File: src/design/mfc_pkg.sv
// Shared constants and the CRC-8/MAXIM byte update for the motor feedback frame checker.
`default_nettype none

package mfc_pkg;

  // Frame layout: nine body bytes followed by one CRC byte
  localparam int unsigned FrameBodyLen = 9;
  localparam logic [3:0]  FrameBody    = 4'(FrameBodyLen);

  // CRC-8/MAXIM, reflected form
  localparam logic [7:0] CrcPoly = 8'h8C;
  localparam logic [7:0] CrcInit = 8'h00;

  // Current scaling: raw * CurScaleNum / CurScaleDen, truncated toward zero
  localparam logic [12:0] CurScaleNum = 13'd8000;
  localparam logic [15:0] CurScaleDen = 16'd32767;
  localparam int unsigned CurDenShift = 15;

  localparam int unsigned CurWidth  = 14;
  localparam int unsigned ProdWidth = 28;

  typedef logic [7:0] byte_t;
  typedef logic [3:0] pos_t;
  typedef logic signed [CurWidth-1:0] cur_t;

  // One byte through the reflected CRC, bit by bit
  function automatic byte_t crc8_step(byte_t crc, byte_t b);
    byte_t c;
    c = crc ^ b;
    for (int k = 0; k < 8; k++) begin
      c = c[0] ? ((c >> 1) ^ CrcPoly) : (c >> 1);
    end
    return c;
  endfunction

endpackage

`default_nettype wire

File: src/design/mfc_cur_scale.sv
// Two-stage scaler from a raw signed 16-bit current word to milliamps.
`default_nettype none

module mfc_cur_scale import mfc_pkg::*; (
  input  wire logic  clk,
  input  wire byte_t raw_hi,
  input  wire byte_t raw_lo,
  output cur_t       cur_ma
);

  logic signed [15:0]   raw;
  logic [15:0]          mag;
  logic                 neg;
  logic [ProdWidth-1:0] prod;
  logic                 prod_neg;

  logic [12:0] q_est;
  logic [15:0] r_est;
  logic [12:0] q;
  cur_t        cur_next;

  always_comb begin
    raw = $signed({raw_hi, raw_lo});
    neg = raw[15];
    mag = neg ? 16'(-raw) : 16'(raw);
  end

  // Stage 1: magnitude times the scale numerator
  always_ff @(posedge clk) begin
    prod     <= ProdWidth'(mag * CurScaleNum);
    prod_neg <= neg;
  end

  // Stage 2: divide by 2^15-1. The shift underestimates the quotient by at most one,
  // and the remainder estimate stays below twice the divisor.
  always_comb begin
    q_est = prod[ProdWidth-1:CurDenShift];
    r_est = {1'b0, prod[CurDenShift-1:0]} + 16'(q_est);
    q     = (r_est >= CurScaleDen) ? q_est + 13'd1 : q_est;
    cur_next = prod_neg ? -$signed({1'b0, q}) : $signed({1'b0, q});
  end

  always_ff @(posedge clk) begin
    cur_ma <= cur_next;
  end

endmodule

`default_nettype wire

File: src/design/motor_feedback_frame_checker_unit.sv
// Top level of the motor feedback frame checker: framing, CRC check and result register.
//
// Usage:
//   rx_* carries received serial bytes, one word per accepted handshake
//   (rx_valid high and rx_stall low at a rising edge). Every tenth word ends a
//   frame: bytes 0 to 8 are the body, byte 9 the CRC-8/MAXIM over the body.
//   Framing is by count only; a lost or extra byte shifts every later frame.
//   fb_* carries one result word per frame: the check outcome, the running
//   error count, both CRC bytes and the fields of the last good frame.
//   Latency: the result word is valid in the cycle after the CRC byte is
//   accepted. Throughput: one byte per cycle while rx_stall is low; the current
//   scaler registers the product, then the scaled current, from stored body bytes.
//   If fb_stall holds a result, body bytes are still taken; rx_stall rises
//   only for the next CRC byte until the pending result is taken.
//   Reset (rst, synchronous) clears the byte count, the CRC, the error count
//   and the stored good frame, so results before a good frame show zeros.
`default_nettype none

module motor_feedback_frame_checker_unit import mfc_pkg::*; (
  input  wire logic  clk,
  input  wire logic  rst,

  input  wire logic  rx_valid,
  output logic       rx_stall,
  input  wire byte_t rx_byte,

  output logic                fb_valid,
  input  wire logic           fb_stall,
  output logic                frame_ok,
  output logic                have_feedback,
  output byte_t               motor_id,
  output byte_t               mode_byte,
  output logic signed [13:0]  current_ma,
  output logic signed [15:0]  speed_rpm,
  output logic signed [15:0]  position,
  output byte_t               temperature,
  output byte_t               crc_error_count,
  output byte_t               computed_crc,
  output byte_t               received_crc
);

  pos_t  pos;
  byte_t crc;
  byte_t frame_store [FrameBodyLen];

  // Last good frame
  byte_t              good_id;
  byte_t              good_mode;
  cur_t               good_cur;
  logic signed [15:0] good_speed;
  logic signed [15:0] good_pos;
  byte_t              good_temp;
  logic               seen;
  byte_t              err_cnt;

  cur_t  cand_cur;
  pos_t  pos_eff;
  byte_t crc_eff;
  logic  rx_take;
  logic  last_byte;
  logic  ok;
  byte_t err_cnt_next;

  mfc_cur_scale u_cur_scale (
    .clk    (clk),
    .raw_hi (frame_store[2]),
    .raw_lo (frame_store[3]),
    .cur_ma (cand_cur)
  );

  always_comb begin
    // An out-of-range count restarts the frame
    pos_eff      = (pos > FrameBody) ? '0 : pos;
    crc_eff      = (pos > FrameBody) ? CrcInit : crc;
    last_byte    = (pos_eff == FrameBody);
    rx_stall     = fb_valid & fb_stall & last_byte;
    rx_take      = rx_valid & ~rx_stall;
    ok           = (crc_eff == rx_byte);
    err_cnt_next = ok ? err_cnt : err_cnt + 8'd1;
  end

  always_ff @(posedge clk) begin
    if (rst) begin
      pos        <= '0;
      crc        <= CrcInit;
      good_id    <= '0;
      good_mode  <= '0;
      good_cur   <= '0;
      good_speed <= '0;
      good_pos   <= '0;
      good_temp  <= '0;
      seen       <= 1'b0;
      err_cnt    <= '0;
      fb_valid   <= 1'b0;
    end else begin
      if (rx_take && last_byte) begin
        fb_valid <= 1'b1;
      end else if (fb_valid && !fb_stall) begin
        fb_valid <= 1'b0;
      end
      if (rx_take) begin
        if (last_byte) begin
          pos      <= '0;
          crc      <= CrcInit;
          err_cnt  <= err_cnt_next;
          if (ok) begin
            good_id    <= frame_store[0];
            good_mode  <= frame_store[1];
            good_cur   <= cand_cur;
            good_speed <= $signed({frame_store[4], frame_store[5]});
            good_pos   <= $signed({frame_store[6], frame_store[7]});
            good_temp  <= frame_store[8];
            seen       <= 1'b1;
          end
        end else begin
          pos <= pos_eff + 4'd1;
          crc <= crc8_step(crc_eff, rx_byte);
        end
      end
    end
  end

  // Body bytes and result payload
  always_ff @(posedge clk) begin
    if (rx_take && !last_byte) begin
      frame_store[pos_eff] <= rx_byte;
    end
    if (rx_take && last_byte) begin
      frame_ok        <= ok;
      have_feedback   <= ok | seen;
      motor_id        <= ok ? frame_store[0] : good_id;
      mode_byte       <= ok ? frame_store[1] : good_mode;
      current_ma      <= ok ? cand_cur : good_cur;
      speed_rpm       <= ok ? $signed({frame_store[4], frame_store[5]}) : good_speed;
      position        <= ok ? $signed({frame_store[6], frame_store[7]}) : good_pos;
      temperature     <= ok ? frame_store[8] : good_temp;
      crc_error_count <= err_cnt_next;
      computed_crc    <= crc_eff;
      received_crc    <= rx_byte;
    end
  end

  a_last_byte_gives_result: assert property (@(posedge clk) disable iff (rst)
    rx_take && last_byte |=> fb_valid)
    else $error("CRC byte accepted without a result");

  a_stall_only_on_crc_byte: assert property (@(posedge clk) disable iff (rst)
    rx_stall |-> (pos == FrameBody) && fb_valid)
    else $error("input stalled outside a blocked frame end");

  a_pos_in_range: assert property (@(posedge clk) disable iff (rst)
    pos <= FrameBody)
    else $error("byte position out of range");

  a_feedback_matches_seen: assert property (@(posedge clk) disable iff (rst)
    fb_valid |-> (have_feedback == seen) && (crc_error_count == err_cnt))
    else $error("result disagrees with stored state");

  a_error_count_step: assert property (@(posedge clk) disable iff (rst)
    rx_take && last_byte && !ok |=> err_cnt == $past(err_cnt) + 8'd1)
    else $error("error count did not advance on a failed frame");

endmodule

`default_nettype wire
File: config.mk
export PLATFORM = sky130hd
export DESIGN_NAME = motor_feedback_frame_checker_unit
export DESIGN_NICKNAME = d
export VERILOG_FILES = /design/src/design/mfc_pkg.sv /design/src/design/mfc_cur_scale.sv /design/src/design/motor_feedback_frame_checker_unit.sv
export SDC_FILE = /design/constraint.sdc
export NUM_CORES = 1
export LEC_CHECK = 0
export ABC_AREA = 1
export BUFFER_PORTS_ARGS = -buffer_cell sky130_fd_sc_hd__buf_2
export CAP_MARGIN = 5
export CORE_ASPECT_RATIO = 1.4
export CORE_MARGIN = 2
export CORE_UTILIZATION = 25
export CTS_CLUSTER_SIZE = 24
export DETAILED_ROUTE_END_ITERATION = 16
export PLACE_DENSITY = 0.47
export SYNTH_ARGS = -nofsm -noshare
export SYNTH_HDL_FRONTEND = slang
export SYNTH_SLANG_ARGS = --single-unit
File: constraint.sdc
create_clock -name clk -period 11.5 [get_ports clk]
set_clock_uncertainty 0.05 [all_clocks]
set_input_delay 2.3 -clock clk [delete_from_list [all_inputs] [get_ports clk]]
set_output_delay 2.3 -clock clk [all_outputs]
set_load 0.1 [all_outputs]
==> impl_metrics.py <==
metrics = {
    "worst_setup_path": {
        "r2r_end": "u_cur_scale.prod[26]",
        "worst_ep_arrival_time_ps": 6250,
        "crit_start": "frame_store[3][0]",
        "path_class": "reg2reg",
        "reg2reg_slack_ps": 5700,
        "reg2regPathDepth": 20,
        "required_ps": 11950,
        "crit_path_end": "u_cur_scale.prod[26]",
        "r2r-start": "frame_store[3][0]",
        "critPathCaptureType": "flop",
        "start_kind": "flop",
        "path_max_fanout": 7,
    },
    "synthesis": {
        "synthTopCellsByArea": "edfxtp_1 (35%), dfxtp_1 (18%), inv_1 (6.8%)",
        "yosysMostFrequentCell": "inv_1",
        "ys_seq_area_share_pct": 52.5,
        "netlist_area_um2": 14500,
        "synth.top_cell.area_share_pct": 34.7,
        "synth_ff_type": "edfxtp_1",
        "synthArstFlopShare_pct": 0,
        "ys_types": 42,
        "yosys_warnings": 0,
        "synth_edf_count": 168,
        "synth_area_leader_cell": "edfxtp_1",
        "syn-mean-instance-area_um2": 9.70,
        "synth_common_cells": "inv_1 (262), nand2_1 (254), edfxtp_1 (168)",
        "netlist_instances": 1497,
        "ys_seq_elements": 297,
        "syn_nets": 1615,
    },
    "route": {
        "ant_nets": 0,
        "dr.pass1.iters": 4,
        "drtIter0Drc": 515,
        "finalWirelength_mm": 33.1,
        "vias": 9950,
        "drc": 0,
        "viasPerCell": 4.21,
        "wl_per_cell_um": 14.0,
    },
    "clock_network": {
        "clock-sinks": 297,
        "htreeDepth": 1,
        "cts_resized": 0,
        "cts_tree": "built",
        "cts_buffers": 28,
        "clk_pin_slew_ps": 70,
        "cts_buffer_depth": 3,
        "cts_root_buf": "clkbuf_16",
        "insertion_delay_ps": 580,
        "cts_hold_buf": 0,
        "postCtsSetupBuffers": 0,
    },
    "status": {
        "status": "finished clean",
    },
    "place": {
        "io_buffers": 109,
        "hpwl_mm": 23.7,
        "place_congestion": 0.797,
        "place_ws_ps": 5690,
    },
    "grt": {
        "first_global_vias": 9880,
        "grt_pass1_wl_mm": 52.3,
        "overflow": 0,
        "track_usage_pct": 10.9,
        "antenna_found_initial": 0,
        "grt_max_degree": 114,
    },
    "worst_hold_path": {
        "hp-class": "reg2reg",
    },
    "sta": {
        "max_freq_mhz": 172,
        "final.setup.worst_slack_ps": 5700,
        "tightest_slew_ps": 1040,
        "relSlewSlack_pct": 30.2,
        "rsz0062_at_grt": "no",
        "slew_violations": 0,
        "hold_viol_final": 0,
        "setup_viol_count_final": 0,
        "finalSetupTns_ps": 0,
        "min_period_over_period_pct": 50.4,
        "layout_min_cycle_time_ps": 5800,
    },
    "die": {
        "initial_utilization_pct": 25.3,
        "die_area_um2": 60100,
        "coreArea_um2": 57500,
        "dieWidth_um": 208,
        "ios": 110,
        "rows": 104,
        "die_y_um": 289,
    },
    "layout": {
        "fillers": 5990,
        "layout-drive-gt1-share_pct": 12.1,
        "multi_input_area_um2": 5670,
        "num_antenna_cells": 0,
        "nets": 1717,
        "area_growth_pct": 15.7,
        "seqCellArea_um2": 7630,
        "final_util_pct": 29.2,
    },
    "pwr": {
        "power_w": 0.00322,
        "p_per_area_nw_per_um2": 191,
        "ir_worst_vdd_mv": 0.125,
        "leakagePower_nw": 6.92,
    },
    "run": {
        "cap_violations": 0,
    },
}
## worst max-delay path, cell delays in order, from the launching register on
cell and delay (ps):
edfxtp_1 520, inv_1 100, ha_1 140, inv_1 60
nor4_1 420, nand3_1 200, o31ai_1 280, xor2_1 460
inv_1 260, fa_1 550, fa_1 510, inv_1 50
fa_1 480, ha_1 310, ha_1 370, inv_1 80
nor3_1 280, and2_1 220, nand4_1 100, nand3_1 120
xor2_1 150
## cell usage in the layout, fill, tap and decap left out, types with 3 or more instances in the layout
cell type / count
nor2_2: 4
o21bai_1: 3
nand2_2: 10
nand3_1: 51
o21ai_0: 156
fa_1: 49
buf_4: 9
xor2_1: 58
xnor2_1: 16
ha_1: 57
bufinv_16: 3
nand2_1: 254
clkinv_1: 5
nand3b_1: 4
clkbuf_1: 4
a31oi_1: 6
nor2_1: 43
inv_1: 261
or2_2: 5
a21oi_1: 111
dfxtp_1: 129
o31ai_1: 3
nand4_1: 8
nor3_1: 12
clkbuf_16: 29
clkinv_2: 10
buf_2: 109
edfxtp_1: 168
nor4_1: 4
o21ai_1: 16
## layer usage
metal | track usage (%) | wire length (um) | vias up
met5 | 0 | 0 | -
met4 | 3.10 | 658 | 0
met3 | 1.68 | 1370 | 43
met2 | 21.3 | 18000 | 135
met1 | 12.0 | 13100 | 4715
li1 | - | - | 5057
## worst min path at each step
stage,cells past startpoint,to,from
floorplan,0,u_cur_scale.prod_neg,frame_store[2][7]
global placement,2,good_cur[7],good_cur[7]
detailed placement,2,good_temp[6],good_temp[6]
CTS,2,good_temp[6],good_temp[6]
global route,2,good_temp[6],good_temp[6]
finish,2,good_temp[6],good_temp[6]
## per-stage QoR
| step | hold WS (ps) | instances | instance area, um^2 |
|---|---|---|---|
| detailed placement | 389 | 2311 | 15900 |
| global route | 415 | 2363 | 16800 |
| finish | 395 | 2363 | 16800 |
| CTS | 399 | 2363 | 16800 |
| global placement | 384 | 2311 | 15900 |
| floorplan | 355 | 1497 | 14500 |
## state kept, by name (all words and copies together) (netlist names), 14 cells and up
register,flops
good_speed,16
u_cur_scale.cur_ma,14
u_cur_scale.prod,22
frame_store,72
good_cur,14
good_pos,16
speed_rpm,16
position,16
current_ma,14
## cell type report
cell class	count	area share (%)
Clock inverter	18	1.17
Sequential cell	297	45.4
Clock buffer	34	4.49
Inverter	268	6.01
Multi-Input combinational cell	886	33.8
Tap cell	742	5.53
Timing Repair Buffer	118	3.65
## report_power, final
group / total [W] / switching, W / internal [W]
Clock: 0.000954 / 0.000416 / 0.000539
Sequential: 0.00127 / 0.0000682 / 0.00120
Combinational: 0.000991 / 0.000610 / 0.000381
Total: 0.00322 / 0.00109 / 0.00212
## cells by family (layout without fill, tap and decap cells)
| family | after synthesis | in the layout | share of synthesized area, % |
|---|---|---|---|
| adders and majority gates | 106 | 106 | 11.7 |
| DFF | 297 | 297 | 52.5 |
| AOI/OAI and AO/OA | 303 | 303 | 10.9 |
| xor gates and xnor gates | 77 | 77 | 4.80 |
| buffers and inverters | 314 | 438 | 8.48 |
| and+or+nand+nor | 400 | 400 | 11.7 |
Note: power is estimated with default switching activity, not from simulation.
